## src/rtl/core/bbuart_pkg.sv

```systemverilog
// ----------------------------------------------------------------------------
// Bit-bang UART transceiver package
// Shared widths, reset values and state encodings for the 8N1 transceiver.
// ----------------------------------------------------------------------------
package bbuart_pkg;

  localparam int DATA_BITS   = 8;
  localparam int COUNT_WIDTH = 32;
  localparam int PERIOD_W    = 16;
  localparam int BIT_IDX_W   = $clog2(DATA_BITS);

  localparam logic [PERIOD_W-1:0]  PERIOD_RESET = PERIOD_W'(104);
  localparam logic [PERIOD_W-1:0]  PERIOD_MIN   = PERIOD_W'(2);
  localparam logic [BIT_IDX_W-1:0] LAST_BIT     = BIT_IDX_W'(DATA_BITS - 1);

  // Transmit frame sequencer.
  typedef enum logic [3:0] {
    TX_IDLE  = 4'b0001,
    TX_START = 4'b0010,
    TX_DATA  = 4'b0100,
    TX_STOP  = 4'b1000
  } tx_state_t;

  // Receive sequencer.
  typedef enum logic [2:0] {
    RX_IDLE = 3'b001,
    RX_DATA = 3'b010,
    RX_WAIT = 3'b100
  } rx_state_t;

endpackage

```

## src/rtl/core/bitbang_uart_transceiver_unit.sv

```systemverilog
// ----------------------------------------------------------------------------
// Bit-bang UART transceiver unit
// 8N1 serial transmitter and polling receiver stepped by one tick per transfer.
// ----------------------------------------------------------------------------
// Usage:
//   Every input transfer is one timing tick, normally driven from a baud-rate
//   enable. It carries the sampled receive line level, an optional byte to
//   send and a counter clear. Every input transfer yields exactly one output
//   transfer holding the transmit line drive, busy and accept flags, a
//   received byte when one completes, and both wrapping byte counters.
//   The frame state and counters are updated at the edge where the input
//   transfer happens, and the result is loaded into an output register at
//   the same edge, so the result appears in the cycle after its tick.
//   Throughput is one tick per cycle: in_ready stays high while the output
//   register is empty or is being drained in the same cycle. When the
//   receiver of the output channel stalls, the held result blocks the next
//   tick, and the frame timing simply pauses with it.
//   Write the bit period via cfg_we/cfg_wdata only while idle; the block does
//   not enforce it. Values below 2 act as 2; the idle poll interval is half that.
//   Reset (synchronous, rst_n low) returns both sequencers to idle, clears the
//   counters, releases the transmit line and sets the bit period to 104.
// ----------------------------------------------------------------------------
module bitbang_uart_transceiver_unit (
  input  logic                                clk,
  input  logic                                rst_n,
  // configuration
  input  logic                                cfg_we,
  input  logic [bbuart_pkg::PERIOD_W-1:0]     cfg_wdata,
  // input channel
  input  logic                                in_valid,
  output logic                                in_ready,
  input  logic                                in_rx_line_asserted,
  input  logic                                in_send_request,
  input  logic [bbuart_pkg::DATA_BITS-1:0]    in_send_data,
  input  logic                                in_clear_counts,
  // output channel
  output logic                                out_valid,
  input  logic                                out_ready,
  output logic                                out_tx_line_asserted,
  output logic                                out_tx_busy,
  output logic                                out_send_accepted,
  output logic                                out_rx_valid,
  output logic [bbuart_pkg::DATA_BITS-1:0]    out_rx_data,
  output logic [bbuart_pkg::COUNT_WIDTH-1:0]  out_rx_total,
  output logic [bbuart_pkg::COUNT_WIDTH-1:0]  out_tx_total
);

  localparam int PW = bbuart_pkg::PERIOD_W;
  localparam int DW = bbuart_pkg::DATA_BITS;
  localparam int CW = bbuart_pkg::COUNT_WIDTH;
  localparam int IW = bbuart_pkg::BIT_IDX_W;

  // Configuration register.
  logic [PW-1:0] bit_period_r;

  // Transmit state.
  bbuart_pkg::tx_state_t tx_state_r, tx_state_nxt;
  logic [IW-1:0]  tx_bit_r, tx_bit_nxt;
  logic [DW-1:0]  tx_shift_r, tx_shift_nxt;
  logic [PW-1:0]  tx_timer_r, tx_timer_nxt;
  logic           tx_level_r, tx_level_nxt;

  // Receive state.
  bbuart_pkg::rx_state_t rx_state_r, rx_state_nxt;
  logic [IW-1:0]  rx_bit_r, rx_bit_nxt;
  logic [DW-1:0]  rx_shift_r, rx_shift_nxt;
  logic [PW-1:0]  rx_timer_r, rx_timer_nxt;

  // Byte counters.
  logic [CW-1:0]  rx_count_r, rx_count_nxt;
  logic [CW-1:0]  tx_count_r, tx_count_nxt;

  // Output register.
  logic           out_valid_r;
  logic           out_tx_line_r;
  logic           out_tx_busy_r;
  logic           out_accepted_r;
  logic           out_rx_valid_r;
  logic [DW-1:0]  out_rx_data_r;
  logic [CW-1:0]  out_rx_total_r;
  logic [CW-1:0]  out_tx_total_r;

  logic           in_fire;
  logic [PW-1:0]  period;
  logic [PW-1:0]  half_period;
  logic [PW-1:0]  rx_timer_inc;
  logic           accepted;
  logic           rx_done;
  logic [DW-1:0]  rx_byte;
  logic           tx_mid_idle;

  // A tick is taken whenever the output register is free or being drained.
  assign in_ready = !out_valid_r || out_ready;
  assign in_fire  = in_valid && in_ready;

  assign period      = (bit_period_r < bbuart_pkg::PERIOD_MIN) ? bbuart_pkg::PERIOD_MIN
                                                                : bit_period_r;
  assign half_period = period >> 1;

  // --------------------------------------------------------------------------
  // Transmit: bit timing first, then a new request may start a frame in the
  // same tick in which the previous frame finished.
  // --------------------------------------------------------------------------
  always_comb begin
    tx_state_nxt = tx_state_r;
    tx_bit_nxt   = tx_bit_r;
    tx_shift_nxt = tx_shift_r;
    tx_timer_nxt = tx_timer_r;
    tx_level_nxt = tx_level_r;
    accepted     = 1'b0;

    if (tx_state_r != bbuart_pkg::TX_IDLE) begin
      if (tx_timer_r >= period) begin
        tx_timer_nxt = PW'(1);
        unique case (tx_state_r)
          bbuart_pkg::TX_START: begin
            tx_state_nxt = bbuart_pkg::TX_DATA;
            tx_bit_nxt   = '0;
            tx_level_nxt = ~tx_shift_r[0];
          end
          bbuart_pkg::TX_DATA: begin
            if (tx_bit_r == bbuart_pkg::LAST_BIT) begin
              tx_state_nxt = bbuart_pkg::TX_STOP;
              tx_level_nxt = 1'b0;
            end else begin
              tx_bit_nxt   = tx_bit_r + IW'(1);
              tx_level_nxt = ~tx_shift_r[tx_bit_r + IW'(1)];
            end
          end
          bbuart_pkg::TX_STOP: begin
            tx_state_nxt = bbuart_pkg::TX_IDLE;
            tx_level_nxt = 1'b0;
          end
          default: begin
            tx_state_nxt = bbuart_pkg::TX_IDLE;
            tx_level_nxt = 1'b0;
          end
        endcase
      end else begin
        tx_timer_nxt = tx_timer_r + PW'(1);
      end
    end

    tx_mid_idle = (tx_state_nxt == bbuart_pkg::TX_IDLE);
    if (in_send_request && tx_mid_idle) begin
      accepted     = 1'b1;
      tx_state_nxt = bbuart_pkg::TX_START;
      tx_shift_nxt = in_send_data;
      tx_timer_nxt = PW'(1);
      tx_level_nxt = 1'b1;
    end
  end

  // --------------------------------------------------------------------------
  // Receive: poll at half the period while idle, then sample each data bit
  // one period apart, wait one more period and deliver the byte.
  // --------------------------------------------------------------------------
  assign rx_timer_inc = rx_timer_r + PW'(1);

  always_comb begin
    rx_state_nxt = rx_state_r;
    rx_bit_nxt   = rx_bit_r;
    rx_shift_nxt = rx_shift_r;
    rx_timer_nxt = rx_timer_inc;
    rx_done      = 1'b0;
    rx_byte      = '0;

    unique case (rx_state_r)
      bbuart_pkg::RX_IDLE: begin
        if (rx_timer_inc >= half_period) begin
          rx_timer_nxt = '0;
          if (in_rx_line_asserted) begin
            rx_state_nxt = bbuart_pkg::RX_DATA;
            rx_bit_nxt   = '0;
            rx_shift_nxt = '0;
          end
        end
      end
      bbuart_pkg::RX_DATA: begin
        if (rx_timer_inc >= period) begin
          rx_timer_nxt = '0;
          if (!in_rx_line_asserted) begin
            rx_shift_nxt[rx_bit_r] = 1'b1;
          end
          if (rx_bit_r == bbuart_pkg::LAST_BIT) begin
            rx_state_nxt = bbuart_pkg::RX_WAIT;
          end else begin
            rx_bit_nxt = rx_bit_r + IW'(1);
          end
        end
      end
      bbuart_pkg::RX_WAIT: begin
        if (rx_timer_inc >= period) begin
          rx_timer_nxt = '0;
          rx_done      = 1'b1;
          rx_byte      = rx_shift_r;
          rx_state_nxt = bbuart_pkg::RX_IDLE;
        end
      end
      default: begin
        rx_timer_nxt = '0;
        rx_state_nxt = bbuart_pkg::RX_IDLE;
      end
    endcase
  end

  // A clear zeroes the counters, but a byte moved in the same tick still counts.
  assign tx_count_nxt = (in_clear_counts ? '0 : tx_count_r) + CW'(accepted);
  assign rx_count_nxt = (in_clear_counts ? '0 : rx_count_r) + CW'(rx_done);

  // Configuration register.
  always_ff @(posedge clk) begin
    if (!rst_n) begin
      bit_period_r <= bbuart_pkg::PERIOD_RESET;
    end else if (cfg_we) begin
      bit_period_r <= cfg_wdata;
    end
  end

  // State registers advance only on an input transfer.
  always_ff @(posedge clk) begin
    if (!rst_n) begin
      tx_state_r <= bbuart_pkg::TX_IDLE;
      tx_bit_r   <= '0;
      tx_shift_r <= '0;
      tx_timer_r <= '0;
      tx_level_r <= 1'b0;
      rx_state_r <= bbuart_pkg::RX_IDLE;
      rx_bit_r   <= '0;
      rx_shift_r <= '0;
      rx_timer_r <= '0;
      rx_count_r <= '0;
      tx_count_r <= '0;
    end else if (in_fire) begin
      tx_state_r <= tx_state_nxt;
      tx_bit_r   <= tx_bit_nxt;
      tx_shift_r <= tx_shift_nxt;
      tx_timer_r <= tx_timer_nxt;
      tx_level_r <= tx_level_nxt;
      rx_state_r <= rx_state_nxt;
      rx_bit_r   <= rx_bit_nxt;
      rx_shift_r <= rx_shift_nxt;
      rx_timer_r <= rx_timer_nxt;
      rx_count_r <= rx_count_nxt;
      tx_count_r <= tx_count_nxt;
    end
  end

  // Output register: valid is control, the payload loads with each tick.
  always_ff @(posedge clk) begin
    if (!rst_n) begin
      out_valid_r <= 1'b0;
    end else if (in_fire) begin
      out_valid_r <= 1'b1;
    end else if (out_ready) begin
      out_valid_r <= 1'b0;
    end
  end

  always_ff @(posedge clk) begin
    if (in_fire) begin
      out_tx_line_r  <= tx_level_nxt;
      out_tx_busy_r  <= (tx_state_nxt != bbuart_pkg::TX_IDLE);
      out_accepted_r <= accepted;
      out_rx_valid_r <= rx_done;
      out_rx_data_r  <= rx_byte;
      out_rx_total_r <= rx_count_nxt;
      out_tx_total_r <= tx_count_nxt;
    end
  end

  assign out_valid            = out_valid_r;
  assign out_tx_line_asserted = out_tx_line_r;
  assign out_tx_busy          = out_tx_busy_r;
  assign out_send_accepted    = out_accepted_r;
  assign out_rx_valid         = out_rx_valid_r;
  assign out_rx_data          = out_rx_data_r;
  assign out_rx_total         = out_rx_total_r;
  assign out_tx_total         = out_tx_total_r;

  // --------------------------------------------------------------------------
  // Assertions
  // --------------------------------------------------------------------------
  // An accepted request starts a frame with the start bit on the line.
  a_accept_starts_frame: assert property (@(posedge clk) disable iff (!rst_n)
    (out_valid_r && out_accepted_r) |-> (out_tx_busy_r && out_tx_line_r))
    else $error("accepted send did not start a frame");

  // The received byte field is zero unless a byte is delivered.
  a_rx_data_quiet: assert property (@(posedge clk) disable iff (!rst_n)
    (out_valid_r && !out_rx_valid_r) |-> (out_rx_data_r == '0))
    else $error("rx_data nonzero without rx_valid");

  // An idle transmitter keeps the line released.
  a_tx_idle_released: assert property (@(posedge clk) disable iff (!rst_n)
    (tx_state_r == bbuart_pkg::TX_IDLE) |-> !tx_level_r)
    else $error("transmit line asserted while idle");

  // The reported counters match the internal counters after each tick.
  a_totals_track: assert property (@(posedge clk) disable iff (!rst_n)
    in_fire |=> (out_tx_total_r == tx_count_r) && (out_rx_total_r == rx_count_r))
    else $error("reported totals differ from counters");

  // A busy transmitter always has a running bit timer.
  a_tx_timer_running: assert property (@(posedge clk) disable iff (!rst_n)
    (tx_state_r != bbuart_pkg::TX_IDLE) |-> (tx_timer_r != '0))
    else $error("transmit timer stopped during a frame");

endmodule
```

## config.mk

```make
export PLATFORM = sky130hd
export DESIGN_NAME = bitbang_uart_transceiver_unit
export DESIGN_NICKNAME = d
export VERILOG_FILES = /design/src/rtl/core/bbuart_pkg.sv /design/src/rtl/core/bitbang_uart_transceiver_unit.sv
export SDC_FILE = /design/constraint.sdc
export NUM_CORES = 1
export LEC_CHECK = 0
export BUFFER_PORTS_ARGS = -buffer_cell sky130_fd_sc_hd__buf_2
export CORE_MARGIN = 5
export CORE_UTILIZATION = 55
export DETAILED_ROUTE_END_ITERATION = 10
export PLACE_DENSITY = 0.83
export SLEW_MARGIN = 10
export SYNTH_ARGS = -nofsm -noshare
export SYNTH_HDL_FRONTEND = slang
export SYNTH_SLANG_ARGS = --single-unit
```

## constraint.sdc

```tcl
create_clock -name clk -period 12.7 [get_ports clk]
set_clock_uncertainty 0.1 [all_clocks]
set_input_delay 0.635 -clock clk [delete_from_list [all_inputs] [get_ports clk]]
set_output_delay 0.635 -clock clk [all_outputs]
set_load 0.02 [all_outputs]
```

# Word level (Yosys, flattened, before mapping)
# Cells that the tools add are included.
# word_totals
register_bits,219
output_inout_bits,78
word_cells,117
# op_classes
add_sub_neg,6
n_lt_le_gt_ge,7
eq_ne,18
muxes,46
bitwise_logic,3
n_reduce_logical,17
# op_table
cell,count
16-bit 2-to-1 mux,6
32-bit by 1-bit adder with 32-bit output,2
32-bit 2-to-1 mux,2
16-bit by 1-bit adder with 16-bit output (second input constant),2
16-bit greater-or-equal comparator,2
8-bit 2-to-1 mux,4
16-bit one-hot mux with 2 select lines,1
3-bit 2-to-1 mux,10
6-bit AND reduction,3
16-bit by 15-bit greater-or-equal comparator with 1-bit output,1
16-bit by 2-bit less-than comparator with 1-bit output (second input constant),1
4-bit 2-to-1 mux,4
2-bit inequality test (second input constant),8
8-bit one-hot mux with 2 select lines,1
3-bit one-hot mux with 2 select lines,2
1-bit 2-to-1 mux,11
3-bit equality test (second input constant),3
3-bit one-hot mux with 3 select lines,1
3-bit by 4-bit less-than comparator with 1-bit output (second input constant),2
4-bit by 1-bit inequality test with 1-bit output (second input constant),2
8-bit bitwise OR,1
4-bit one-hot mux with 2 select lines,1
2-bit nonzero test,4
3-bit by 1-bit adder with 3-bit output (second input constant),2
16 further kinds,21

# Longest topological paths before layout
# logic_depth
ltp_word,9
mapped_depth,21
mapped_depth_nobuf,20

# Worst setup path before layout
# Ideal clock, no wire load.
# synth_timing
kind,flip-flop to flip-flop
startpoint,register rx_timer_r[0]
endpoint,register rx_count_r[28]
arrival_ps,4469
required_time_ps,12530
path_slack_ps,8060
stages_incl_launch_ff,21
path_buffers,0
synth_period_minus_slack_ps,4640
path_cell_list,dfxtp_1 > ha_1 > nand3_1 > nor2_1 > nand3_1 > xnor2_1 > ha_1 > a21oi_1 > o21a_1 > a21oi_1 > o21ai_1 > a211oi_1 > ha_1 > ha_1 > nand3b_4 > nor3_4 > nand4_4 > nor3_4 > nand3_2 > or3_1 > a21oi_1
# synth_via
elab_chain_len,5
# synth_rtl
item,line,text
from (decl),bitbang_uart_transceiver_unit.sv:67,"logic [PW-1:0] rx_timer_r, rx_timer_nxt;"
from (signal assigned),bitbang_uart_transceiver_unit.sv:243,rx_timer_r <= rx_timer_nxt;
16-bit by 1-bit adder with 16-bit output,bitbang_uart_transceiver_unit.sv:158,assign rx_timer_inc = rx_timer_r + PW'(1);
16-bit greater-or-equal comparator,bitbang_uart_transceiver_unit.sv:193,if (rx_timer_inc >= period) begin
1-bit 2-to-1 mux,bitbang_uart_transceiver_unit.sv:193,
1-bit 2-to-1 mux,bitbang_uart_transceiver_unit.sv:168,unique case (rx_state_r)
via rx_done,bitbang_uart_transceiver_unit.sv:88,logic rx_done;
32-bit by 1-bit adder with 32-bit output,bitbang_uart_transceiver_unit.sv:209,assign rx_count_nxt = (in_clear_counts ? '0 : rx_count_r) + CW'(rx_done);
to (signal assigned),bitbang_uart_transceiver_unit.sv:244,rx_count_r <= rx_count_nxt;
to (decl),bitbang_uart_transceiver_unit.sv:70,"logic [CW-1:0] rx_count_r, rx_count_nxt;"
# The timed path passes the listed nets, and every way through them passes these cells.
# A chain may end at the register's enable or synchronous reset.

# Worst setup path in the final report
# Same ends and word-level chain as after synthesis.

==> summary.txt <==
Status
  • Status: complete, no violations

Final layout
  • Area used by sequential logic in the layout: 5140 um2
  • Antenna diode count: 0
  • Fraction of layout cells with a size suffix above 1: 14.1%
  • Area overhead of the layout relative to synthesis: 12.8%
  • Leading cell type in the layout, fill and taps excluded: sky130_fd_sc_hd__dfxtp_1
  • Most frequent cells in the layout: sky130_fd_sc_hd__dfxtp_1, sky130_fd_sc_hd__nand2_1, sky130_fd_sc_hd__nor2_1
  • Util after Layout: 62.7%
  • Area used by multi-input combinational logic: 6080 um2
  • FILL cells: 1,753
  • Net count, final: 1,433

Drt
  • Number of nets with antenna violations after detailed routing: 0
  • First-pass DRT Iterations: 5
  • Drt total wl: 25,800 um
  • DRC viols: 0
  • Final routed wire length divided by cell count: 15.8 um
  • Post-DR vias/cell: 5.80
  • Violation count after the first detailed-route iteration: 631
  • Routed vias: 9,490

Timing
  • RSZ-0062 raised after global routing: false
  • Hold Slack: 0.250 ns
  • Transition time of the tightest slew-check pin: 1.18 ns
  • Total Negative Setup Slacks: 0 ns
  • Shortest period the worst path allows: 5.87 ns
  • Final-report hold violation count: 0
  • Fraction of the cycle the final worst path needs: 46.2%
  • Max-slew violation count: 0
  • Upper clock frequency limit: 0.170 GHz
  • Setup violations, final: 0
  • Normalized max-slew margin: 21.0%

Floorplanning
  • Die Footprint: 24,200 um2
  • Number of standard-cell rows in the floorplan: 53
  • DIE WIDTH: 156 um
  • Vert. Die Dim: 156 um
  • Starting Density: 55.6%
  • Core ar.: 21,000 um2
  • Top-Level Pins: 110

CTS
  • H-tree lvl count: 1
  • Clock insertion delay at the later pin of the skew report: 0.52 ns
  • Clock slew seen by the registers of the worst setup and hold paths: 0.06 ns
  • Cts bufs inserted: 24
  • Number of cells upsized or downsized after cts: 0
  • Count of buffers added by post-CTS timing repair for setup: 0
  • CTS root buf: sky130_fd_sc_hd__clkbuf_16
  • Clock tree from TritonCTS: yes
  • Max clock buf depth: 3
  • Hold-fix buffer count after cts: 0
  • TritonCTS Sinks: 219

Global route
  • Via count of the first global-routing pass: 9,056
  • Initial antenna violation count: 0
  • Global route overflow: 0
  • Wire length of the first global-routing pass: 43,300 um
  • Gr usage total: 20.9%
  • Pin count of the biggest net entering global routing: 93

Worst setup path
  • Required time at the worst-slack endpoint: 13.05 ns
  • CP Max Fanout: 10
  • CP Launch Type: register
  • Setup CP Type: register to register
  • Category of the worst setup path capture point: register
  • Arrival time reported for the critical path endpoint: 6.22 ns

Logic synthesis
  • Synthesized netlist net count: 1,361
  • Post-synth EDFFs: 76
  • Proportion of synthesized chip area in sequential cells: 44.2%
  • FFs w/ async S/R, synth: 0%
  • YS warnings: 0
  • Mean instance size in the synthesized netlist: 9.17 um2
  • Top flip-flop cell by instance count after synthesis: sky130_fd_sc_hd__dfxtp_1
  • Synthesized instance count: 1,271
  • Cell Area, Synth: 11,600 um2
  • Number of different library cells in the post-synthesis netlist: 74
  • #FFs+latches synth: 219

Pwr
  • Total power per unit cell area: 124 nW/um2
  • Leakage component of the power: 5.13 nW
  • Peak supply drop: 107 uV
  • Post-layout power: 1.63 mW

Place
  • Final GP Congestion: 0.899
  • Port Buffer Count: 109
  • Half-perimeter wire length of the detailed placement result: 17,700 um

Job
  • Number of max-capacitance violations reported: 0

Hold path
  • Class of the worst hold path: input pin to register
worst max-delay path, stage by stage, from the launching register on:
cell                       delay (ns)
sky130_fd_sc_hd__dfxtp_1         0.44
sky130_fd_sc_hd__ha_1            0.25
sky130_fd_sc_hd__nand3_1         0.20
sky130_fd_sc_hd__nor2_1          0.40
sky130_fd_sc_hd__nand3_1         0.17
sky130_fd_sc_hd__xnor2_1         0.32
sky130_fd_sc_hd__ha_1            0.22
sky130_fd_sc_hd__a21oi_1         0.06
sky130_fd_sc_hd__o21a_1          0.19
sky130_fd_sc_hd__a21oi_1         0.12
sky130_fd_sc_hd__o21ai_1         0.14
sky130_fd_sc_hd__a211oi_1        0.96
sky130_fd_sc_hd__ha_1            0.36
sky130_fd_sc_hd__ha_1            0.27
sky130_fd_sc_hd__nand3b_4        0.11
sky130_fd_sc_hd__nor3_4          0.29
sky130_fd_sc_hd__nand4_4         0.23
sky130_fd_sc_hd__nor3_4          0.34
sky130_fd_sc_hd__nand3_2         0.13
sky130_fd_sc_hd__or3_1           0.36
sky130_fd_sc_hd__a21oi_1         0.14
report_power, final:
part           internal [mW]  leakage, nW  switching, mW
Combinational         0.0417         2.81         0.0895
Sequential             0.748         1.91         0.0117
Clock                  0.453        0.410          0.284
per-stage QoR:
stage | cells | area (um2) | setup WS, ns
after floorplan | 1271 | 11600 | 8.06
after global placement | 1592 | 12300 | 7.09
after detailed placement | 1592 | 12300 | 6.84
after CTS | 1636 | 13100 | 6.83
after global routing | 1636 | 13100 | 6.35
final | 1636 | 13100 | 6.83
cells by family (layout without fill, tap and decap cells):
family / count (synthesis) / in the layout / synth area share (%)
AND/OR/NAND/NOR: 514 / 514 / 23.0
buffers and inverters: 102 / 192 / 3.64
flip-flops: 219 / 219 / 44.2
XOR/XNOR: 75 / 75 / 5.64
AO/OA/AOI/OAI: 274 / 274 / 14.6
adder cells (fa/ha/maj): 58 / 58 / 6.23
multiplexers: 29 / 29 / 2.72
cells in the mapped netlist (all sizes together) (24+ instances only):
master / number / area, um2
inv: 34 / 128
dfxtp: 143 / 2860
a21oi: 79 / 395
clkbuf: 50 / 188
nor3: 27 / 158
xor2: 30 / 263
ha: 58 / 726
nand2: 143 / 539
nand2b: 30 / 195
nor2: 128 / 488
edfxtp: 76 / 2280
xnor2: 45 / 394
mux2i: 26 / 260
o21ai: 83 / 415
nand3: 46 / 275
nand4: 24 / 180
path summary, 6_finish.rpt:
| path | start | end | slack [ns] | cells after the start |
|---|---|---|---|---|
| max | rx_timer_r[0] | rx_count_r[28] | 6.83 | 20 |
| min | cfg_wdata[6] | bit_period_r[6] | 0.25 | 3 |
| max reg2reg | rx_timer_r[0] | rx_count_r[28] | 6.83 | 20 |
| min reg2reg | rx_shift_r[7] | rx_shift_r[7] | 0.34 | 2 |
routing by layer:
layer / GRT usage (%) / share of wire, %
met5: 0 / 0
met4: 5.59 / 2.0
met3: 2.80 / 4.9
met2: 36.7 / 49
met1: 27.3 / 44
sequential cells by signal, indices dropped and copies added (netlist names):
register and flops:
bit_period_r 16, out_rx_data 8, out_rx_total 32, out_rx_valid 1, out_send_accepted 1, out_tx_busy 1, out_tx_line_asserted 1, out_tx_total 32
out_valid 1, rx_bit_r 3, rx_count_r 32, rx_shift_r 8, rx_state_r 3, rx_timer_r 16, tx_bit_r 3, tx_count_r 32
tx_level_r 1, tx_shift_r 8, tx_state_r 4, tx_timer_r 16
layout make-up:
| class | instances | area share, % |
|---|---|---|
| multi-input combinational | 950 | 46.3 |
| sequential | 219 | 39.1 |
| clock buffer | 30 | 5.04 |
| timing repair buffer | 114 | 4.45 |
| tap | 275 | 2.62 |
| clock inverter | 14 | 1.48 |
| inverter | 34 | 0.990 |
Power figures use the tool's default switching activity.
